===== config.mk =====
export PLATFORM = sky130hd
export DESIGN_NAME = hamming_15_11_stream_decoder_flat
export DESIGN_NICKNAME = d
export VERILOG_FILES = /design/src/hdl/hmd_pkg.sv /design/src/hdl/hmd_rx_if.sv /design/src/hdl/hmd_tx_if.sv /design/src/hdl/hmd_front.sv /design/src/hdl/hmd_queue.sv /design/src/hdl/hmd_back.sv /design/src/hdl/hamming_15_11_stream_decoder.sv /design/src/flat_wrapper.sv
export SDC_FILE = /design/constraint.sdc
export NUM_CORES = 1
export LEC_CHECK = 0
export BUFFER_PORTS_ARGS = -buffer_cell sky130_fd_sc_hd__clkbuf_2
export CORE_AREA = 4 4 137 139
export DETAILED_ROUTE_END_ITERATION = 10
export DIE_AREA = 0 0 141 143
export PLACE_DENSITY = 0.82
export SYNTH_ARGS = -nofsm -noshare
export SYNTH_HDL_FRONTEND = slang
export SYNTH_SLANG_ARGS = --single-unit

===== constraint.sdc =====
create_clock -name clk -period 9.88 [get_ports clk]
set_clock_uncertainty 0.1 [all_clocks]
set_input_delay 0 -clock clk [delete_from_list [all_inputs] [get_ports clk]]
set_output_delay 0 -clock clk [all_outputs]
set_load 0.05 [all_outputs]

===== src/hdl/hmd_pkg.sv =====
// ----------------------------------------------------------------------------
// hmd_pkg: shared types and constants
// Codeword geometry, queue entry layout and default sizing for the
// Hamming (15,11) stream decoder.
// ----------------------------------------------------------------------------
package hmd_pkg;

	localparam int CW_LEN              = 15;
	localparam int DATA_LEN            = 11;
	localparam int DEFAULT_QUEUE_DEPTH = 2;

	// One decoded codeword's worth of output: one or two bytes.
	typedef struct packed {
		logic [7:0]  byte0;
		logic [7:0]  byte1;
		logic [31:0] corrections;
		logic        two;
	} entry_t;

endpackage


===== src/hdl/hmd_rx_if.sv =====
// ----------------------------------------------------------------------------
// hmd_rx_if: coded byte channel
// Valid/ready channel carrying received bytes and the end-of-packet mark.
// ----------------------------------------------------------------------------
interface hmd_rx_if;
	logic       valid;
	logic       ready;
	logic [7:0] rx_byte;
	logic       packet_end;

	modport source (output valid, output rx_byte, output packet_end, input ready);
	modport sink (input valid, input rx_byte, input packet_end, output ready);
endinterface


===== src/hdl/hmd_tx_if.sv =====
// ----------------------------------------------------------------------------
// hmd_tx_if: decoded byte channel
// Valid/ready channel carrying decoded bytes and the correction count.
// ----------------------------------------------------------------------------
interface hmd_tx_if;
	logic        valid;
	logic        ready;
	logic [7:0]  data_byte;
	logic [31:0] corrections;
	logic        last_of_run;

	modport source (output valid, output data_byte, output corrections,
		output last_of_run, input ready);
	modport sink (input valid, input data_byte, input corrections,
		input last_of_run, output ready);
endinterface


===== src/hdl/hmd_front.sv =====
// ----------------------------------------------------------------------------
// hmd_front: codeword gather, correct and pack
// Accepts one coded byte per cycle unless full is set, completes codewords,
// corrects single errors, packs data bits, pushes finished bytes to the queue.
// ----------------------------------------------------------------------------
module hmd_front (
	input  logic            clk,
	input  logic            arst_n,
	hmd_rx_if.sink          rx,
	input  logic            full,
	output logic            push,
	output hmd_pkg::entry_t push_entry
);

	logic [14:0] cw_q;
	logic [3:0]  fill_q;
	logic [6:0]  oacc_q;
	logic [2:0]  ofill_q;
	logic [31:0] cnt_q;

	logic        accept;
	logic        complete;
	logic [2:0]  sh;
	logic [21:0] cat;
	logic [14:0] cw;
	logic [14:0] cwc;
	logic [3:0]  syn;
	logic [10:0] data;
	logic [17:0] comb;
	logic        two;
	logic [2:0]  rfill;
	logic [6:0]  racc;
	logic [31:0] cnt_next;

	assign rx.ready = !full;
	assign accept   = rx.valid && rx.ready;
	assign complete = fill_q >= 4'd7;
	assign sh       = 3'(fill_q - 4'd7);
	assign cat      = {cw_q[13:0], rx.rx_byte};
	assign cw       = 15'(cat >> sh);

	always_comb begin
		syn = '0;
		for (int p = 1; p <= hmd_pkg::CW_LEN; p++) begin
			if (cw[hmd_pkg::CW_LEN - p]) begin
				syn = syn ^ 4'(p);
			end
		end
	end

	always_comb begin
		cwc = cw;
		if (syn != 4'd0) begin
			cwc = cw ^ (15'd1 << (4'd15 - syn));
		end
	end

	assign data     = {cwc[12], cwc[10:8], cwc[6:0]};
	assign comb     = {oacc_q, data};
	assign two      = ofill_q >= 3'd5;
	assign rfill    = two ? 3'(ofill_q - 3'd5) : 3'(ofill_q + 3'd3);
	assign racc     = 7'(comb) & 7'((8'd1 << rfill) - 8'd1);
	assign cnt_next = (syn != 4'd0 && cnt_q != '1) ? cnt_q + 32'd1 : cnt_q;

	assign push                   = accept && complete;
	assign push_entry.byte0       = 8'(comb >> (5'(ofill_q) + 5'd3));
	assign push_entry.byte1       = 8'(comb >> rfill);
	assign push_entry.corrections = cnt_next;
	assign push_entry.two         = two;

	always_ff @(posedge clk or negedge arst_n) begin
		if (!arst_n) begin
			cw_q    <= '0;
			fill_q  <= '0;
			oacc_q  <= '0;
			ofill_q <= '0;
			cnt_q   <= '0;
		end else if (accept) begin
			if (complete) begin
				cnt_q <= cnt_next;
			end
			if (rx.packet_end) begin
				cw_q    <= '0;
				fill_q  <= '0;
				oacc_q  <= '0;
				ofill_q <= '0;
			end else if (complete) begin
				cw_q    <= {7'd0, rx.rx_byte & 8'((9'd1 << sh) - 9'd1)};
				fill_q  <= 4'(sh);
				oacc_q  <= racc;
				ofill_q <= rfill;
			end else begin
				cw_q   <= {cw_q[6:0], rx.rx_byte};
				fill_q <= fill_q + 4'd8;
			end
		end
	end

endmodule


===== src/hdl/hmd_queue.sv =====
// ----------------------------------------------------------------------------
// hmd_queue: entry queue
// Small first-in first-out buffer between the front and the back.
// ----------------------------------------------------------------------------
module hmd_queue #(
	parameter int Depth = hmd_pkg::DEFAULT_QUEUE_DEPTH
) (
	input  logic            clk,
	input  logic            arst_n,
	input  logic            push,
	input  hmd_pkg::entry_t push_entry,
	output logic            full,
	input  logic            pop,
	output logic            head_valid,
	output hmd_pkg::entry_t head
);

	localparam int PtrW = (Depth > 1) ? $clog2(Depth) : 1;
	localparam int CntW = $clog2(Depth + 1);

	hmd_pkg::entry_t mem_q [Depth];
	logic [PtrW-1:0] wr_q;
	logic [PtrW-1:0] rd_q;
	logic [CntW-1:0] cnt_q;
	logic            do_push;
	logic            do_pop;

	assign full       = cnt_q == CntW'(Depth);
	assign head_valid = cnt_q != '0;
	assign head       = mem_q[rd_q];
	assign do_push    = push && !full;
	assign do_pop     = pop && head_valid;

	always_ff @(posedge clk) begin
		if (do_push) begin
			mem_q[wr_q] <= push_entry;
		end
	end

	always_ff @(posedge clk or negedge arst_n) begin
		if (!arst_n) begin
			wr_q  <= '0;
			rd_q  <= '0;
			cnt_q <= '0;
		end else begin
			if (do_push) begin
				wr_q <= (wr_q == PtrW'(Depth - 1)) ? '0 : wr_q + PtrW'(1);
			end
			if (do_pop) begin
				rd_q <= (rd_q == PtrW'(Depth - 1)) ? '0 : rd_q + PtrW'(1);
			end
			if (do_push && !do_pop) begin
				cnt_q <= cnt_q + CntW'(1);
			end else if (do_pop && !do_push) begin
				cnt_q <= cnt_q - CntW'(1);
			end
		end
	end

endmodule


===== src/hdl/hmd_back.sv =====
// ----------------------------------------------------------------------------
// hmd_back: result emitter
// Splits each queue entry into one or two items and drives the output
// register.
// ----------------------------------------------------------------------------
module hmd_back (
	input  logic            clk,
	input  logic            arst_n,
	input  logic            head_valid,
	input  hmd_pkg::entry_t head,
	output logic            pop,
	hmd_tx_if.source        tx
);

	logic        valid_q;
	logic [7:0]  byte_q;
	logic [31:0] corr_q;
	logic        last_q;
	logic        sel_q;
	logic        load;
	logic        is_last;

	assign load    = head_valid && (!valid_q || tx.ready);
	assign is_last = sel_q || !head.two;
	assign pop     = load && is_last;

	assign tx.valid       = valid_q;
	assign tx.data_byte   = byte_q;
	assign tx.corrections = corr_q;
	assign tx.last_of_run = last_q;

	always_ff @(posedge clk or negedge arst_n) begin
		if (!arst_n) begin
			valid_q <= 1'b0;
			sel_q   <= 1'b0;
		end else begin
			if (load) begin
				valid_q <= 1'b1;
				sel_q   <= !is_last;
			end else if (tx.ready) begin
				valid_q <= 1'b0;
			end
		end
	end

	always_ff @(posedge clk) begin
		if (load) begin
			byte_q <= sel_q ? head.byte1 : head.byte0;
			corr_q <= head.corrections;
			last_q <= is_last;
		end
	end

endmodule


===== src/hdl/hamming_15_11_stream_decoder.sv =====
// ----------------------------------------------------------------------------
// hamming_15_11_stream_decoder: Hamming (15,11) stream decoder
// Gathers coded bytes into codewords, corrects single-bit errors and emits
// the packed data bytes with a running correction count.
// ----------------------------------------------------------------------------
// The rx side takes one byte per cycle whenever the entry queue has room.
// A byte that completes a codeword yields one or two output items, which
// leave through the registered tx side at one item per cycle while tx is
// ready. Two bytes in a row complete codewords only when the second
// codeword ends exactly on a byte boundary; if the first of that pair
// yields two items the queue fills and rx stalls. With tx always ready a
// stream (about 0.73 items per byte) therefore runs at one byte per cycle
// apart from such stalls. On packet_end the partial codeword and partial
// output byte are dropped; the correction count is kept and saturates at
// all ones.
module hamming_15_11_stream_decoder #(
	parameter int QueueDepth = hmd_pkg::DEFAULT_QUEUE_DEPTH
) (
	input  logic     clk,
	input  logic     arst_n,
	hmd_rx_if.sink   rx,
	hmd_tx_if.source tx
);

	hmd_pkg::entry_t push_entry;
	hmd_pkg::entry_t head;
	logic            push;
	logic            full;
	logic            pop;
	logic            head_valid;

	hmd_front u_front (
		.clk        (clk),
		.arst_n     (arst_n),
		.rx         (rx),
		.full       (full),
		.push       (push),
		.push_entry (push_entry)
	);

	hmd_queue #(
		.Depth (QueueDepth)
	) u_queue (
		.clk        (clk),
		.arst_n     (arst_n),
		.push       (push),
		.push_entry (push_entry),
		.full       (full),
		.pop        (pop),
		.head_valid (head_valid),
		.head       (head)
	);

	hmd_back u_back (
		.clk        (clk),
		.arst_n     (arst_n),
		.head_valid (head_valid),
		.head       (head),
		.pop        (pop),
		.tx         (tx)
	);

endmodule


===== src/flat_wrapper.sv =====
// flat-port wrapper written by rule: the top's interface ports become plain ports
module hamming_15_11_stream_decoder_flat 
#(
	parameter int QueueDepth = hmd_pkg::DEFAULT_QUEUE_DEPTH
)
  (clk, arst_n, rx_valid, rx_rx_byte, rx_packet_end, rx_ready, tx_valid, tx_data_byte, tx_corrections, tx_last_of_run, tx_ready);
  hmd_rx_if rx_i ();
  hmd_tx_if tx_i ();
  input  logic clk;
  input  logic arst_n;
  input wire logic [$bits(rx_i.valid)-1:0] rx_valid;
  input wire logic [$bits(rx_i.rx_byte)-1:0] rx_rx_byte;
  input wire logic [$bits(rx_i.packet_end)-1:0] rx_packet_end;
  output wire logic [$bits(rx_i.ready)-1:0] rx_ready;
  output wire logic [$bits(tx_i.valid)-1:0] tx_valid;
  output wire logic [$bits(tx_i.data_byte)-1:0] tx_data_byte;
  output wire logic [$bits(tx_i.corrections)-1:0] tx_corrections;
  output wire logic [$bits(tx_i.last_of_run)-1:0] tx_last_of_run;
  input wire logic [$bits(tx_i.ready)-1:0] tx_ready;
  assign rx_i.valid = rx_valid;
  assign rx_i.rx_byte = rx_rx_byte;
  assign rx_i.packet_end = rx_packet_end;
  assign rx_ready = rx_i.ready;
  assign tx_valid = tx_i.valid;
  assign tx_data_byte = tx_i.data_byte;
  assign tx_corrections = tx_i.corrections;
  assign tx_last_of_run = tx_i.last_of_run;
  assign tx_i.ready = tx_ready;
  hamming_15_11_stream_decoder #(.QueueDepth(QueueDepth)) u_core (.clk(clk), .arst_n(arst_n), .rx(rx_i), .tx(tx_i));
endmodule

==> out/metrics.cfg <==
[sta]
rsz0062_at_grt=false
finalCritPeriodShare=0.6482
timing.fmax_ghz=0.1561
tns_ns=0
slew_violations=0
setup_viol=0
tightestPinTransition_ns=1.105
final.min_clock_period_ns=6.404
hold_viol=0
relSlewSlack=0.2596

[die]
die_h_um=143
core_mm2=0.01766
die_area_mm2=0.02016
rows=49
dieWidth_um=141
io_pins=56
initial_core_util=0.6339

[min_path]
min_path_type=in -> reg

[route]
ant_nets=0
vias=7567
drc=0
first_pass_iters=7
wire_per_inst_um=19.79
vias_per_cell=6.274
routed_wirelength_mm=23.87
drt_iter0_markers=689

[cells_and_area]
final_common_cell=edfxtp_1
multi_input_area_mm2=0.005057
antenna_cells=0
regArea_mm2=0.005828
fin_nets=991
drive_gt1_frac=0.1894
nFillCells=1225
areaGrowthSynthToFinish_pct=10.78
final_cell_mix=139 x edfxtp_1, 83 x nand2_1, 72 x xor2_1

[clock_tree]
cts.sinks=205
cts_made_buffers=21
clockBufferDepth=3
post_cts_buffers=0
clkTransAtPathRegs_ns=0.06
cts_tree=yes
cts_root_buffer=clkbuf_16
cts-htree-levels=1
clk_latency_ns=0.48

[setup_path]
r2r_slack_ns=3.48
crit_type=reg -> reg
end_kind=flip-flop
crit_arrival_ns=6.50
cp-start-kind=flip-flop
worstPathRequired_ns=9.97
path_max_fanout=43

[synthesis]
ys_types=70
synthArstFlopShare=0.3220
ys_ff_latch=205
synth_top_family_by_area=multiplexers
synth-simple-area-share=0.1135
yosys.area_share.adder=0.01565
synth_xor_area_frac=0.09982
synth_compound_area_frac=0.07322
synthFlopType=edfxtp_1
ys_seq_area_frac=0.5205
syn_area_per_cell_um2=12.18
postSynthCellCount=919
synthMuxAreaShare=0.1479
syn_area_mm2=0.01119
synth_edf_count=139
syn-num-nets=946
yosys_warnings=0

[global_routing]
grt_max_degree=67
grt_usage=0.2372
grt_pass1_vias=7499
antenna_found_initial=0
grt_pass1_wl_mm=38.77
grt_overflow=0

[run_status]
run_status=complete, no violations

[placement]
io_buffers=55
hpwl_mm=16.16
gp_congestion=0.9295

[flow_run]
max_cap_viol_count=0

==> critical path, stage by stage (launching register included) <==
cell	delay, ns
dfrtp_2	1.01
inv_2	0.22
ha_1	1.10
mux4_2	0.64
xnor2_2	0.17
xnor2_1	0.21
xnor3_2	0.40
xnor2_1	0.77
and3_1	0.35
xor2_1	0.57
mux4_2	0.41
mux2i_1	0.13
==> routing by layer <==
layer,track usage,share of wire,vias up
met5,0,0,-
met4,0.07547,0.026,0
met3,0.02679,0.061,48
met2,0.4108,0.51,295
met1,0.3181,0.40,3733
li1,-,-,3491
==> final timing paths <==
path / from / end / cells past startpoint
max in group asynchronous: arst_n / u_core.u_front.fill_q[0] / 3
min reg2reg: u_core.u_front.oacc_q[6] / u_core.u_front.oacc_q[6] / 2
max reg2reg: u_core.u_front.fill_q[0] / u_core.u_queue.mem_q[1][33] / 11
min: tx_ready / u_core.u_back.tx.valid / 3
min in group asynchronous: arst_n / u_core.u_queue.cnt_q[0] / 3
max: u_core.u_front.fill_q[0] / u_core.u_queue.mem_q[1][33] / 11
==> cell type report <==
class / count / share of cell area
clock buffers: 27 / 0.04501
well taps: 229 / 0.02311
flip-flops and latches: 205 / 0.4700
repair buffers: 76 / 0.03734
multi-input cells: 638 / 0.4079
inverters: 22 / 0.006660
clock inverters: 9 / 0.009990
==> metrics by stage <==
step / utilization / instances / hold WS, ns / instance area, µm² / setup WS (ns)
finish: 0.7022 / 1206 / 0.1679 / 12400 / 3.476
CTS: 0.7022 / 1206 / 0.1671 / 12400 / 3.557
detailed placement: 0.6568 / 1158 / 0.1194 / 11600 / 3.611
global route: 0.7022 / 1206 / 0.1909 / 12400 / 3.048
global placement: 0.6568 / 1158 / 0.1037 / 11600 / 3.732
floorplan: - / 919 / -0.3956 / 11190 / 5.324
==> synth_stat cells, drive strengths merged, types with 2 or more instances <==
cell type,count,share of area
xnor2,46,0.037
nor2b,5,0.0028
a22o,7,0.0055
o211ai,6,0.0045
or3,5,0.0028
a31oi,7,0.0039
a22oi,3,0.0020
nand4,9,0.0050
mux2i,39,0.035
mux4,33,0.068
nor2,72,0.024
o41ai,3,0.0023
o31ai,9,0.0065
and2,3,0.0017
nand2b,4,0.0022
a211oi,7,0.0047
buf,20,0.011
dfrtp,66,0.15
and4,4,0.0031
o31a,4,0.0031
mux2,45,0.045
o21ai,27,0.012
ha,14,0.016
or2,3,0.0017
a211o,2,0.0016
nor4,12,0.0080
a221o,3,0.0027
a21o,4,0.0027
nand3,38,0.017
inv,20,0.0067
clkbuf,34,0.011
xnor3,3,0.0061
a2111oi,2,0.0016
a21oi,17,0.0079
nor3b,2,0.0013
clkinv,2,0.00067
nand2,83,0.028
o221ai,4,0.0037
nor3,21,0.0094
and3,8,0.0050
edfxtp,139,0.37
xor2,72,0.056
==> registers in the layout (all words and copies together) (netlist names), 3 cells and up <==
signal and flops:
u_core.u_back.tx.corrections 32, u_core.u_back.tx.data_byte 8, u_core.u_front.cnt_q 32, u_core.u_front.cw_q 14, u_core.u_front.fill_q 4, u_core.u_front.oacc_q 7, u_core.u_front.ofill_q 3, u_core.u_queue.mem_q 98
==> cells by family after synthesis <==
logic type,count (synthesis)
and+or+nand+nor,271
AOI/OAI and AO/OA,115
xor gates and xnor gates,121
buffers and inverters,76
adders and majority gates,14
muxes,117
DFF,205
==> timing repair <==
item / in CTS / in global routing
endpoints found under the hold margin: 79 / 0
hold buffers: 12 / 0
resized for setup: 0 / 0
Power is left out: the tool's default activity adds up to more than one toggle a clock period on the data nets, which glitch-free logic cannot reach.
